`src/hw/rtl/mme_pkg.sv`:
```
// Shared types and constants for the matrix multiply engine.
// No dependencies; used by the interfaces, controller, datapath and top level.
package mme_pkg;

  // fixed field widths of the channels
  localparam int unsigned ELEM_BITS = 32;
  localparam int unsigned IDX_BITS  = 3;
  localparam int unsigned DIM_BITS  = 4;
  localparam int unsigned REG_BITS  = 2;
  localparam int unsigned FRAC_BITS = 16;

  // configuration register indexes
  localparam logic [REG_BITS-1:0] CFG_A_ROWS     = 2'd0;
  localparam logic [REG_BITS-1:0] CFG_INNER_SIZE = 2'd1;
  localparam logic [REG_BITS-1:0] CFG_B_COLS     = 2'd2;
  // unused index: writes are ignored
  localparam logic [REG_BITS-1:0] CFG_SPARE      = 2'd3;

  typedef logic [IDX_BITS-1:0] idx_t;
  typedef logic [DIM_BITS-1:0] dim_t;

  typedef enum logic [3:0] {
    S_LOAD  = 4'b0001,
    S_MAC   = 4'b0010,
    S_DRAIN = 4'b0100,
    S_EMIT  = 4'b1000
  } state_t;

  // controller -> datapath
  typedef struct packed {
    logic wr_en;
    logic wr_right;
    idx_t wr_row;
    idx_t wr_col;
    logic rd_en;
    idx_t rd_i;
    idx_t rd_r;
    idx_t rd_j;
    logic mac_first;
    logic mac_last;
    logic emit;
    idx_t emit_row;
    idx_t emit_col;
    logic emit_last;
  } dp_cmd_t;

  // datapath -> controller
  typedef struct packed {
    logic acc_done;
    logic out_free;
  } dp_sts_t;

endpackage

```
`src/hw/rtl/mme_ctrl.sv`:
```
// Sequencer of the matrix multiply engine: size registers, load counters
// and the MAC / emit state machine. Depends on mme_pkg.
module mme_ctrl #(
  parameter int unsigned MAX_DIM = 8
) (
  input  logic                         clk,
  input  logic                         rst_n,
  input  logic                         in_valid,
  output logic                         in_ready,
  input  logic                         cfg_valid,
  output logic                         cfg_ready,
  input  logic [mme_pkg::REG_BITS-1:0] cfg_index,
  input  logic [mme_pkg::DIM_BITS-1:0] cfg_data,
  input  mme_pkg::dp_sts_t             sts,
  output mme_pkg::dp_cmd_t             cmd
);

  localparam mme_pkg::dim_t DIM_MAX = mme_pkg::DIM_BITS'(MAX_DIM);

  function automatic mme_pkg::dim_t clamp_dim(input mme_pkg::dim_t v);
    mme_pkg::dim_t res;
    res = v;
    if (v == '0) res = mme_pkg::DIM_BITS'(1);
    else if (v > DIM_MAX) res = DIM_MAX;
    return res;
  endfunction

  mme_pkg::state_t state_r, state_nxt;
  mme_pkg::dim_t   a_rows_r, a_rows_nxt;
  mme_pkg::dim_t   inner_r, inner_nxt;
  mme_pkg::dim_t   b_cols_r, b_cols_nxt;
  logic            ph_b_r, ph_b_nxt;
  mme_pkg::idx_t   ld_row_r, ld_row_nxt;
  mme_pkg::idx_t   ld_col_r, ld_col_nxt;
  mme_pkg::idx_t   i_r, i_nxt;
  mme_pkg::idx_t   j_r, j_nxt;
  mme_pkg::idx_t   r_r, r_nxt;

  mme_pkg::dim_t   m1, k1, n1, row_lim, col_lim;
  logic            i_end, j_end, r_end;
  logic            cfg_wr;

  assign m1 = a_rows_r - mme_pkg::DIM_BITS'(1);
  assign k1 = inner_r - mme_pkg::DIM_BITS'(1);
  assign n1 = b_cols_r - mme_pkg::DIM_BITS'(1);
  // A is m x k, B is k x n
  assign row_lim = ph_b_r ? k1 : m1;
  assign col_lim = ph_b_r ? n1 : k1;
  assign i_end = ({1'b0, i_r} == m1);
  assign j_end = ({1'b0, j_r} == n1);
  assign r_end = ({1'b0, r_r} == k1);

  assign in_ready  = (state_r == mme_pkg::S_LOAD);
  assign cfg_ready = (state_r == mme_pkg::S_LOAD);
  assign cfg_wr    = cfg_valid && cfg_ready;

  always_comb begin
    state_nxt  = state_r;
    a_rows_nxt = a_rows_r;
    inner_nxt  = inner_r;
    b_cols_nxt = b_cols_r;
    ph_b_nxt   = ph_b_r;
    ld_row_nxt = ld_row_r;
    ld_col_nxt = ld_col_r;
    i_nxt      = i_r;
    j_nxt      = j_r;
    r_nxt      = r_r;

    cmd           = '0;
    cmd.wr_right  = ph_b_r;
    cmd.wr_row    = ld_row_r;
    cmd.wr_col    = ld_col_r;
    cmd.rd_i      = i_r;
    cmd.rd_r      = r_r;
    cmd.rd_j      = j_r;
    cmd.mac_first = (r_r == '0);
    cmd.mac_last  = r_end;
    cmd.emit_row  = i_r;
    cmd.emit_col  = j_r;
    cmd.emit_last = i_end && j_end;

    unique case (state_r)
      mme_pkg::S_LOAD: begin
        cmd.wr_en = in_valid;
        if (in_valid) begin
          if ({1'b0, ld_col_r} == col_lim) begin
            ld_col_nxt = '0;
            if ({1'b0, ld_row_r} == row_lim) begin
              ld_row_nxt = '0;
              if (ph_b_r) begin
                ph_b_nxt  = 1'b0;
                i_nxt     = '0;
                j_nxt     = '0;
                r_nxt     = '0;
                state_nxt = mme_pkg::S_MAC;
              end else begin
                ph_b_nxt = 1'b1;
              end
            end else begin
              ld_row_nxt = ld_row_r + 1'b1;
            end
          end else begin
            ld_col_nxt = ld_col_r + 1'b1;
          end
        end
        if (cfg_wr) begin
          // any size write restarts loading
          unique case (cfg_index)
            mme_pkg::CFG_A_ROWS:     a_rows_nxt = clamp_dim(cfg_data);
            mme_pkg::CFG_INNER_SIZE: inner_nxt  = clamp_dim(cfg_data);
            mme_pkg::CFG_B_COLS:     b_cols_nxt = clamp_dim(cfg_data);
            default: ;
          endcase
          if (cfg_index != mme_pkg::CFG_SPARE) begin
            ph_b_nxt   = 1'b0;
            ld_row_nxt = '0;
            ld_col_nxt = '0;
          end
        end
      end
      mme_pkg::S_MAC: begin
        cmd.rd_en = 1'b1;
        if (r_end) begin
          r_nxt     = '0;
          state_nxt = mme_pkg::S_DRAIN;
        end else begin
          r_nxt = r_r + 1'b1;
        end
      end
      mme_pkg::S_DRAIN: begin
        if (sts.acc_done) state_nxt = mme_pkg::S_EMIT;
      end
      mme_pkg::S_EMIT: begin
        cmd.emit = sts.out_free;
        if (sts.out_free) begin
          if (j_end) begin
            j_nxt = '0;
            if (i_end) begin
              i_nxt     = '0;
              state_nxt = mme_pkg::S_LOAD;
            end else begin
              i_nxt     = i_r + 1'b1;
              state_nxt = mme_pkg::S_MAC;
            end
          end else begin
            j_nxt     = j_r + 1'b1;
            state_nxt = mme_pkg::S_MAC;
          end
        end
      end
      default: state_nxt = mme_pkg::S_LOAD;
    endcase
  end

  always_ff @(posedge clk) begin
    if (!rst_n) begin
      state_r  <= mme_pkg::S_LOAD;
      a_rows_r <= mme_pkg::DIM_BITS'(1);
      inner_r  <= mme_pkg::DIM_BITS'(1);
      b_cols_r <= mme_pkg::DIM_BITS'(1);
      ph_b_r   <= 1'b0;
      ld_row_r <= '0;
      ld_col_r <= '0;
      i_r      <= '0;
      j_r      <= '0;
      r_r      <= '0;
    end else begin
      state_r  <= state_nxt;
      a_rows_r <= a_rows_nxt;
      inner_r  <= inner_nxt;
      b_cols_r <= b_cols_nxt;
      ph_b_r   <= ph_b_nxt;
      ld_row_r <= ld_row_nxt;
      ld_col_r <= ld_col_nxt;
      i_r      <= i_nxt;
      j_r      <= j_nxt;
      r_r      <= r_nxt;
    end
  end

  a_emit_slot_free: assert property (@(posedge clk) disable iff (!rst_n)
    cmd.emit |-> sts.out_free)
    else $error("emit issued while output register busy");

  a_rd_in_range: assert property (@(posedge clk) disable iff (!rst_n)
    cmd.rd_en |-> ({1'b0, r_r} <= k1))
    else $error("inner index past inner_size");

  a_done_in_drain: assert property (@(posedge clk) disable iff (!rst_n)
    sts.acc_done |-> (state_r == mme_pkg::S_DRAIN))
    else $error("accumulator finished outside drain");

  a_drain_to_emit: assert property (@(posedge clk) disable iff (!rst_n)
    (state_r == mme_pkg::S_DRAIN && sts.acc_done) |=> (state_r == mme_pkg::S_EMIT))
    else $error("finished sum not emitted");

endmodule

```
`config.mk`:
```
export PLATFORM = sky130hd
export DESIGN_NAME = mme_ctrl
export DESIGN_NICKNAME = d
export VERILOG_FILES = /design/src/hw/rtl/mme_pkg.sv /design/src/hw/rtl/mme_ctrl.sv
export SDC_FILE = /design/constraint.sdc
export NUM_CORES = 1
export LEC_CHECK = 0
export BUFFER_PORTS_ARGS = -buffer_cell sky130_fd_sc_hd__clkbuf_2
export CORE_MARGIN = 2
export CORE_UTILIZATION = 60
export DETAILED_ROUTE_END_ITERATION = 10
export GPL_TIMING_DRIVEN = 0
export PLACE_DENSITY = 0.9
export SLEW_MARGIN = 20
export SYNTH_ARGS = -nofsm -noshare
export SYNTH_HDL_FRONTEND = slang
export SYNTH_SLANG_ARGS = --single-unit
```
`constraint.sdc`:
```
create_clock -name clk -period 4.35 [get_ports clk]
set_input_delay 0.2175 -clock clk [delete_from_list [all_inputs] [get_ports clk]]
set_output_delay 0.2175 -clock clk [all_outputs]
set_load 0.01 [all_outputs]
```
### Yosys cells after proc, flatten, opt, wreduce, memory -nomap -nowiden

Cells that the tools add are included.

| storage, ports and cells | value |
|---|---|
| word-level logic and storage cells | 98 |
| bits of input ports | 12 |
| flip-flop bits (word level) | 32 |

| operators by class | value |
|---|---|
| magnitude comparators | 1 |
| reduce and logical (&&, ||, !) cells | 14 |
| mux-type cells | 45 |
| equal/unequal tests | 20 |
| add/sub/neg operators | 8 |

Operators by type and width:

| operator | count |
|---|---|
| 3-bit 2-to-1 mux | 19 |
| 4-bit 2-to-1 mux | 12 |
| 3-bit by 4-bit equality test with 1-bit output | 5 |
| 3-bit case mux with 2 select lines | 3 |
| 4-bit case mux with 4 select lines | 1 |
| 3-bit by 1-bit adder with 3-bit output (second input constant) | 5 |
| 7-bit AND reduction | 2 |
| 2-bit != test (second input constant) | 6 |
| 4-bit by 1-bit subtractor with 4-bit output (second input constant) | 3 |
| 1-bit 2-to-1 mux | 9 |
| 3-bit AND reduction | 3 |
| 2-bit by 1-bit != test with 1-bit output (second input constant) | 3 |
| 6-bit AND reduction | 1 |
| 5-bit AND reduction | 1 |
| 4-bit by 1-bit equality test with 1-bit output (second input constant) | 1 |
| 4-bit by 2-bit equality test with 1-bit output (second input constant) | 1 |
| 4-bit by 3-bit equality test with 1-bit output (second input constant) | 1 |
| 4-bit equality test (second input constant) | 1 |
| 4-bit greater-than comparator (second input constant) | 1 |
| 4-bit logical NOT | 1 |
| 2-bit nonzero test | 2 |
| 3-bit logical NOT | 1 |
| 2-bit by 1-bit equality test with 1-bit output (second input constant) | 1 |
| 2-bit equality test (second input constant) | 1 |
| 3 further kinds | 4 |

### Depth between registers and ports, before layout

Gate-level depths: netlist (run 1).

| logic depth | value |
|---|---|
| depth after elaboration | 8 |
| mapped depth | 9 |
| depth with buffers taken out | 8 |

### Least setup slack after synthesis (run 1)

No wires, ideal clock.

| timing path | value |
|---|---|
| path type | register to register |
| start | reg a_rows_r[0] |
| end | reg i_r[0] |
| required time | 4.232 ns |
| setup time | 0.118 ns |
| setup slack | 2.134 ns |
| stages on the path, launching flop included | 10 |
| data arrival time | 2.098 ns |
| period minus slack after synthesis | 2.216 ns |
| cell sequence | dfxtp_1 > inv_1 > ha_1 > xnor2_1 > or2_2 > a221oi_1 > o311ai_1 > clkbuf_1 > o22a_4 > mux2i_1 |

| on the way | value |
|---|---|
| cells in the longest elaborated chain, start to end | 6 |

Ends and longest elaborated chain:

| item | line | text |
|---|---|---|
| start, declared | mme_ctrl.sv:29 | `mme_pkg::dim_t a_rows_r, a_rows_nxt;` |
| start signal, assigned | mme_ctrl.sv:158 | `a_rows_r <= mme_pkg::DIM_BITS'(1);` |
| start signal, assigned | mme_ctrl.sv:169 | `a_rows_r <= a_rows_nxt;` |
| 4-bit by 1-bit subtractor with 4-bit output * | mme_ctrl.sv:43 | `assign m1 = a_rows_r - mme_pkg::DIM_BITS'(1);` |
| 3-bit by 4-bit equality test with 1-bit output | mme_ctrl.sv:49 | `assign i_end = ({1'b0, i_r} == m1);` |
| 3-bit 2-to-1 mux | mme_ctrl.sv:138 | `if (i_end) begin` |
| 3-bit 2-to-1 mux | mme_ctrl.sv:136 | `if (j_end) begin` |
| 3-bit 2-to-1 mux | mme_ctrl.sv:135 | `if (sts.out_free) begin` |
| 3-bit case mux with 2 select lines | mme_ctrl.sv:82 | `unique case (state_r)` |
| end signal, assigned | mme_ctrl.sv:175 | `i_r <= i_nxt;` |
| end, declared | mme_ctrl.sv:35 | `mme_pkg::idx_t i_r, i_nxt;` |

Mark *: on every way between the ends. The rest lies on a longest branch, timed or not. The select of a mux whose other input is x is not followed.
A chain may end at the register's enable or synchronous reset.

### Worst setup path in the final report (run 1)

| timing path | value |
|---|---|
| start | reg b_cols_r[0] |
| end | reg i_r[2] |

| on the way | value |
|---|---|
| cells in the longest elaborated chain, start to end | 5 |

Ends and longest elaborated chain:

| item | line | text |
|---|---|---|
| start, declared | mme_ctrl.sv:31 | `mme_pkg::dim_t b_cols_r, b_cols_nxt;` |
| start signal, assigned | mme_ctrl.sv:160 | `b_cols_r <= mme_pkg::DIM_BITS'(1);` |
| start signal, assigned | mme_ctrl.sv:171 | `b_cols_r <= b_cols_nxt;` |
| 4-bit by 1-bit subtractor with 4-bit output * | mme_ctrl.sv:45 | `assign n1 = b_cols_r - mme_pkg::DIM_BITS'(1);` |
| 4-bit 2-to-1 mux | mme_ctrl.sv:48 | `assign col_lim = ph_b_r ? n1 : k1;` |
| 3-bit by 4-bit equality test with 1-bit output | mme_ctrl.sv:86 | `if ({1'b0, ld_col_r} == col_lim) begin` |
| 2-bit by 1-bit != test with 1-bit output (no source line) | - |  |
| 7-bit AND reduction (no source line) * | - |  |

Mark *: on every way between the ends. The rest lies on a longest branch, timed or not.

==> results.yml, run 1 <==
clock_network:
  cts.sinks: 32
  cts-root-buf: "clkbuf_8"
  clkSlewWorstSetupHoldPaths_ns: 0.07
  numCtsBuffers: 5
  cts_setup_buffers: 0
  cts_resized: 0
  postCtsHoldBufs: 0
  cts_max_level: 2
  cts_tree: "yes"
  clockBufferDepth: 2
  clk_latency_ns: 0.30
setup_path:
  rr_startpoint: "b_cols_r[0]$_SDFFE_PN1P_"
  crit_slowest_cell: "or4_4"
  r2r_slack_ns: 1.66
  slowest_delay_ns: 0.56
  cp_cell_sequence: "clkbuf_1, inv_1, ha_1, mux2i_1, xnor2_1, nand2_1, or4_4, nor2_1, o311ai_0"
  arrival_ns: 2.84
  crit_type: "reg2reg"
  crit_end: "i_r[2]$_SDFFE_PN0P_"
  cp.depth: 9
  required_ns: 4.50
  r2r_cells: 9
  cp_num_buf_inv: 2
  rr_endpoint: "i_r[2]$_SDFFE_PN0P_"
  critPathLaunch: "b_cols_r[0]$_SDFFE_PN1P_"
  endpoint_kind: "flip-flop"
  start_kind: "flip-flop"
  cp_max_fo: 7
  path_delay_family: "simple AND/OR/NAND/NOR gates"
sta:
  slew_headroom: 0.440
  post-route-period-util: 0.619
  fin_skew_ns: 0.00699
  fin_crit_ns: 2.69
  setup_violations: 0
  holdWs_ns: 0.270
  final-hold-violation-count: 0
  drv_slew: 0
  rsz0062_at_grt: "false"
  tightest_slew_ns: 0.828
  fin_tns_setup_ns: 0
  fmax_mhz: 372
synth:
  ys_warn_count: 0
  ys_ff_latch: 32
  ys_top_cells_by_area: "dfxtp_1, mux2i_1, xnor2_1"
  ys.flop_type: "dfxtp_1"
  synthTopCellsByCount: "dfxtp_1, nand2_1, nor2b_1"
  synth_nets: 289
  yosys.area.top_type_share: 0.285
  synth_most_common_cell: "dfxtp_1"
  async_flop_share: 0
  synth.avg_cell_area_um2: 8.38
  syn_area_um2: 2250
  yosysSeqAreaShare: 0.285
  post-synth-top-area-cell: "dfxtp_1"
  synth_enable_flop_cells: 0
  synth_cell_type_count: 50
  syn_inst: 268
grt:
  grt_pass1_vias: 2030
  grt_pass1_wl_mm: 9.40
  antenna_found_initial: 0
  grt.overflow.total: 0
  grtUsageTotal: 0.287
  grt_max_degree: 11
die:
  fp.dieArea_um2: 4250
  num_rows: 22
  initial_core_util: 0.618
  io_pins: 42
  die_w_um: 65.2
  core_area_um2: 3630
  die_h_um: 65.2
final_layout:
  nets: 336
  drive_above_1_share: 0.209
  syn2layout_area_growth_pct: 17.2
  antenna_cells: 0
route:
  via_per_inst: 5.85
  drcViolationCount: 0
  drtIter0Drc: 178
  routedWlPerCell_um: 15.1
  vias: 2131
  first_pass_iters: 4
  finalWirelength_mm: 5.49
  drtAntennaViolNets: 0
power_and_ir_drop:
  peakVddDrop_mv: 0.216
  power-per-cell-area_nw_per_um2: 301
  p_leak_nw: 1.16
run:
  drv_cap: 0
hold_path:
  hp-class: "in2reg"
placed_design:
  port_buffers: 40
  gp_congestion: 0.877
  place.detailed.hpwl_mm: 4.05
outcome:
  status: "complete, no violations"
==> kinds of logic (layout without fill, tap and decap cells) <==
logic type	Yosys count	in the layout	synth area share
and+or+nand+nor	104	104	0.259
AOI/OAI and AO/OA	52	52	0.177
buffers and inverters	36	84	0.0841
DFF	32	32	0.285
xor gates and xnor gates	21	21	0.0819
muxes	14	14	0.0624
adders and majority gates	9	9	0.0501
==> stage by stage <==
step                power (mW)  utilization  worst slack [ns]  instances  cell area (um2)
detailed placement       0.474        0.690              1.80        356             2510
global route             0.828        0.725              1.39        364             2630
CTS                      0.792        0.725              1.71        364             2630
global placement         0.470        0.690              1.86        356             2510
finish                   0.793        0.725              1.66        364             2630
floorplan                0.431            -              2.13        268             2250
==> layer usage <==
metal | global-route usage | wire, um | vias up
li1 | - | - | 1055
met1 | 0.344 | 2360 | 988
met2 | 0.487 | 2700 | 73
met3 | 0.0616 | 274 | 15
met4 | 0.135 | 150 | 0
met5 | 0 | 0 | -
==> worst min-delay path by stage <==
| stage | startpoint | endpoint | slack, ns | cells after the start |
|---|---|---|---|---|
| 2_1_floorplan | cfg_data[3] | b_cols_r[3]$_SDFFE_PN0P_ | 0.38 | 2 |
| 3_3_place_gp | i_r[1]$_SDFFE_PN0P_ | i_r[1]$_SDFFE_PN0P_ | 0.52 | 2 |
| 3_5_place_dp | j_r[1]$_SDFFE_PN0P_ | j_r[1]$_SDFFE_PN0P_ | 0.53 | 2 |
| 4_1_cts | sts[1] | state_r[2]$_SDFFE_PN0P_ | 0.27 | 3 |
| 5_1_grt | sts[1] | state_r[2]$_SDFFE_PN0P_ | 0.29 | 3 |
| 6_report | sts[1] | state_r[2]$_SDFFE_PN0P_ | 0.27 | 3 |
==> state kept, by name, summed over array words and instances (netlist names) <==
signal    count
a_rows_r      4
inner_r       4
ph_b_r        1
ld_row_r      3
state_r       4
ld_col_r      3
i_r           3
j_r           3
b_cols_r      4
r_r           3
==> cells in the final DEF, fill, tap and decap left out, types with 3 or more instances in the layout <==
cell type,count
dfxtp_1,32
xnor2_1,13
a21boi_0,3
o21a_1,4
clkbuf_2,40
mux2i_1,14
buf_4,9
nor2_1,16
nand3_1,5
nand4b_1,6
and2_1,4
o311ai_0,6
clkbuf_8,7
inv_1,15
nand3b_1,3
ha_1,9
nor4_1,3
nand4_1,4
o211ai_1,8
o21ai_0,9
nor2b_1,18
clkbuf_1,10
xor2_1,8
nor3_1,6
nand2_1,25
==> area by class of cell <==
class	instances	area, um2
buffer	20	116
clock buffer	7	96.3
clock inverter	1	30.0
fill	307	1000
inverter	16	72.6
multi-input combinational	200	1420
sequential	32	641
tap	48	60.1
timing repair buffer	40	200
==> worst reg2reg max path, cell delays in order (launching register included) <==
cell	delay [ns]
dfxtp_1	0.31
clkbuf_1	0.26
inv_1	0.11
ha_1	0.35
mux2i_1	0.22
xnor2_1	0.20
nand2_1	0.14
or4_4	0.56
nor2_1	0.21
o311ai_0	0.18
==> power by group <==
| group | switching, mW | internal [mW] | leakage [nW] |
|---|---|---|---|
| sequential | 0.0105 | 0.300 | 0.259 |
| clock | 0.116 | 0.202 | 0.0645 |
| combinational | 0.0987 | 0.0646 | 0.838 |
| total | 0.226 | 0.567 | 1.16 |
(Power assumes the default switching activity.)
==> run 2: changes to the inputs <==
- ABC_AREA: unset -> 1
- CORE_UTILIZATION: 60 -> 51
- PLACE_DENSITY: 0.9 -> 0.82
- clock period: 4.35 -> 2.4 ns (I/O delays scaled with it)
==> run 2 against run 1 <==
  * Clock skew up 0.0023 ns
  * Critical path depth up 3
  * Synthesized cell count grew 38%
  * Worst setup slack worse by 1.5 ns
  * Power grew to 3.5 times the previous value
  * Routed wire length up 3.6%
  * Final cell count rose by 29%
  * Critical endpoint is now ld_row_r[2]$_SDFFE_PN0P_
==> results.yml, run 2 <==
clock_network:
  postCtsHoldBufs: 0
  clockBufferDepth: 2
  cts_tree: "yes"
  cts_resized: 0
  cts.sinks: 32
  cts-root-buf: "clkbuf_8"
  clkSlewWorstSetupHoldPaths_ns: 0.07
  cts_setup_buffers: 0
  clk_latency_ns: 0.29
  numCtsBuffers: 5
  cts_max_level: 2
final_layout:
  drive_above_1_share: 0.212
  syn2layout_area_growth_pct: 14.9
  antenna_cells: 0
  layout_commonest_cell: "nand2_1"
  nets: 439
  final_cell_mix: "nand2_1, inv_1, nor2_1, nand3_1, clkbuf_2"
route:
  drtIter0Drc: 181
  vias: 2417
  wl_met3_um: 335
  maxUsedRoutingLayer: "met4"
  drtAntennaViolNets: 0
  first_pass_iters: 4
  finalWirelength_mm: 5.69
  drcViolationCount: 0
  met2_length_mm: 2.80
  wl_met1_mm: 2.51
  via_per_inst: 5.13
  routedWlPerCell_um: 12.1
setup_path:
  r2r_slack_ns: 0.19
  endpoint_kind: "flip-flop"
  rr_startpoint: "inner_r[0]$_SDFFE_PN1P_"
  required_ns: 2.55
  cp_max_fo: 5
  slowest_delay_ns: 0.44
  rr_endpoint: "ld_row_r[2]$_SDFFE_PN0P_"
  cp_num_buf_inv: 1
  path_delay_family: "simple AND/OR/NAND/NOR gates"
  r2r_cells: 12
  cp_cell_sequence: "inv_2, ha_1, nand2_1, nand2_1, nand2_1, nand2_1, nor2_2, nand3_1, nor2_1, nand3_1, nand3_1, a21oi_1"
  arrival_ns: 2.36
  cpMostUsedCell: "nand2_1"
  crit_type: "reg2reg"
  crit_slowest_cell: "dfxtp_1"
  start_kind: "flip-flop"
grt:
  grt_pass1_wl_mm: 9.72
  grt_pass1_vias: 2163
  grtUsageTotal: 0.237
  grt.overflow.total: 0
  grt_max_degree: 12
  antenna_found_initial: 0
synth:
  syn_area_um2: 2380
  ys.flop_type: "dfxtp_1"
  synth_enable_flop_cells: 0
  post-synth-top-area-cell: "dfxtp_1"
  synth_cell_type_count: 33
  syn_inst: 371
  async_flop_share: 0
  synth_most_common_cell: "nand2_1"
  ys_top_cells_by_area: "dfxtp_1, nand2_1, nand3_1"
  ys_ff_latch: 32
  yosysSeqAreaShare: 0.269
  synth.avg_cell_area_um2: 6.42
  ys_warn_count: 0
  yosys.area.top_type_share: 0.269
  synth_nets: 392
  synthTopCellsByCount: "nand2_1, inv_1, nand3_1, nor2_1, dfxtp_1"
die:
  fp.dieArea_um2: 5230
  initial_core_util: 0.539
  io_pins: 42
  num_rows: 24
  die_w_um: 72.3
  core_area_um2: 4410
  die_h_um: 72.3
power_and_ir_drop:
  peakVddDrop_mv: 0.375
  p_leak_nw: 1.36
  power-per-cell-area_nw_per_um2: 1020
outcome:
  status: "complete, no violations"
hold_path:
  hp-class: "in2reg"
  min_to: "state_r[2]$_SDFFE_PN0P_"
  hold_start: "sts[1]"
  hold_depth: 4
sta:
  fmax_mhz: 452
  setup_violations: 0
  final-hold-violation-count: 0
  layout_setup_ws_ns: 0.185
  post-route-period-util: 0.923
  tightest_slew_ns: 0.769
  rsz0062_at_grt: "false"
  fin_tns_setup_ns: 0
  fin_crit_ns: 2.21
  drv_slew: 0
  fin_skew_ns: 0.00927
  slew_headroom: 0.483
placed_design:
  port_buffers: 40
  place_ws_ns: 0.250
  place.detailed.hpwl_mm: 4.40
  gp_congestion: 0.911
run:
  drv_cap: 0
[run 2: changes by cell type in the layout (fill, tap and decap cells not counted), sizes merged, moves of 9 or more]
cell / before / now
o21ai: 9 / 18
mux2i: 14 / 0
nand2: 26 / 94
nor2: 16 / 49
inv: 15 / 55
a21oi: 2 / 30
nand3: 5 / 46
nor2b: 18 / 0
[run 2: worst max path at each step]
stage                            startpoint                  endpoint  slack, ns  cells after the start
finish              inner_r[0]$_SDFFE_PN1P_  ld_row_r[2]$_SDFFE_PN0P_       0.19                     12
global route        inner_r[0]$_SDFFE_PN1P_  ld_row_r[2]$_SDFFE_PN0P_      0.001                     12
CTS                 inner_r[0]$_SDFFE_PN1P_  ld_row_r[2]$_SDFFE_PN0P_       0.23                     12
detailed placement  inner_r[0]$_SDFFE_PN1P_  ld_row_r[2]$_SDFFE_PN0P_       0.25                     12
global placement    inner_r[0]$_SDFFE_PN1P_  ld_row_r[2]$_SDFFE_PN0P_       0.29                     12
floorplan           inner_r[0]$_SDFFE_PN1P_       j_r[1]$_SDFFE_PN0P_       0.57                     12
[run 2: per-layer routing]
metal,vias up,track usage
met5,-,0
met4,0,0.0818
met3,5,0.0458
met2,64,0.400
met1,1069,0.303
li1,1279,-
[run 2: layout make-up]
class	instances	area, um2
Sequential cell	32	641
Tap cell	52	65.1
Inverter	56	210
Multi-Input combinational cell	270	1440
Clock buffer	8	90.1
Fill cell	438	1680
Timing Repair Buffer	40	200
Buffer	13	90.1
[run 2: power by group]
group	switching, mW	internal [mW]	leakage [nW]
Combinational	1.07	0.595	1.06
Clock	0.202	0.234	0.0455
Sequential	0.0847	0.607	0.260
[run 2: cell families (layout without fill, tap and decap cells)]
kind of cell | after synthesis | after routing | synth area share
AND/OR/NAND/NOR | 202 | 202 | 0.413
buffers and inverters | 69 | 117 | 0.126
AO/OA/AOI/OAI | 50 | 50 | 0.112
flip-flops | 32 | 32 | 0.269
adder cells (fa/ha/maj) | 9 | 9 | 0.0473
XOR/XNOR | 9 | 9 | 0.0331
[run 2: tightest hold or removal path, cell delays in order]
cell and delay, ns:
clkbuf_2 0.07, nor2_1 0.06, inv_1 0.05, a21oi_1 0.06
[run 2: metrics by stage]
step / hold WS [ns] / instance area [um2] / utilization / total power, mW / cells
floorplan: 0.258 / 2380 / - / 1.97 / 371
global placement: 0.408 / 2650 / 0.599 / 2.31 / 463
detailed placement: 0.414 / 2650 / 0.599 / 2.34 / 463
CTS: 0.113 / 2740 / 0.620 / 2.79 / 471
global route: 0.139 / 2740 / 0.620 / 3.05 / 471
finish: 0.121 / 2740 / 0.620 / 2.80 / 471
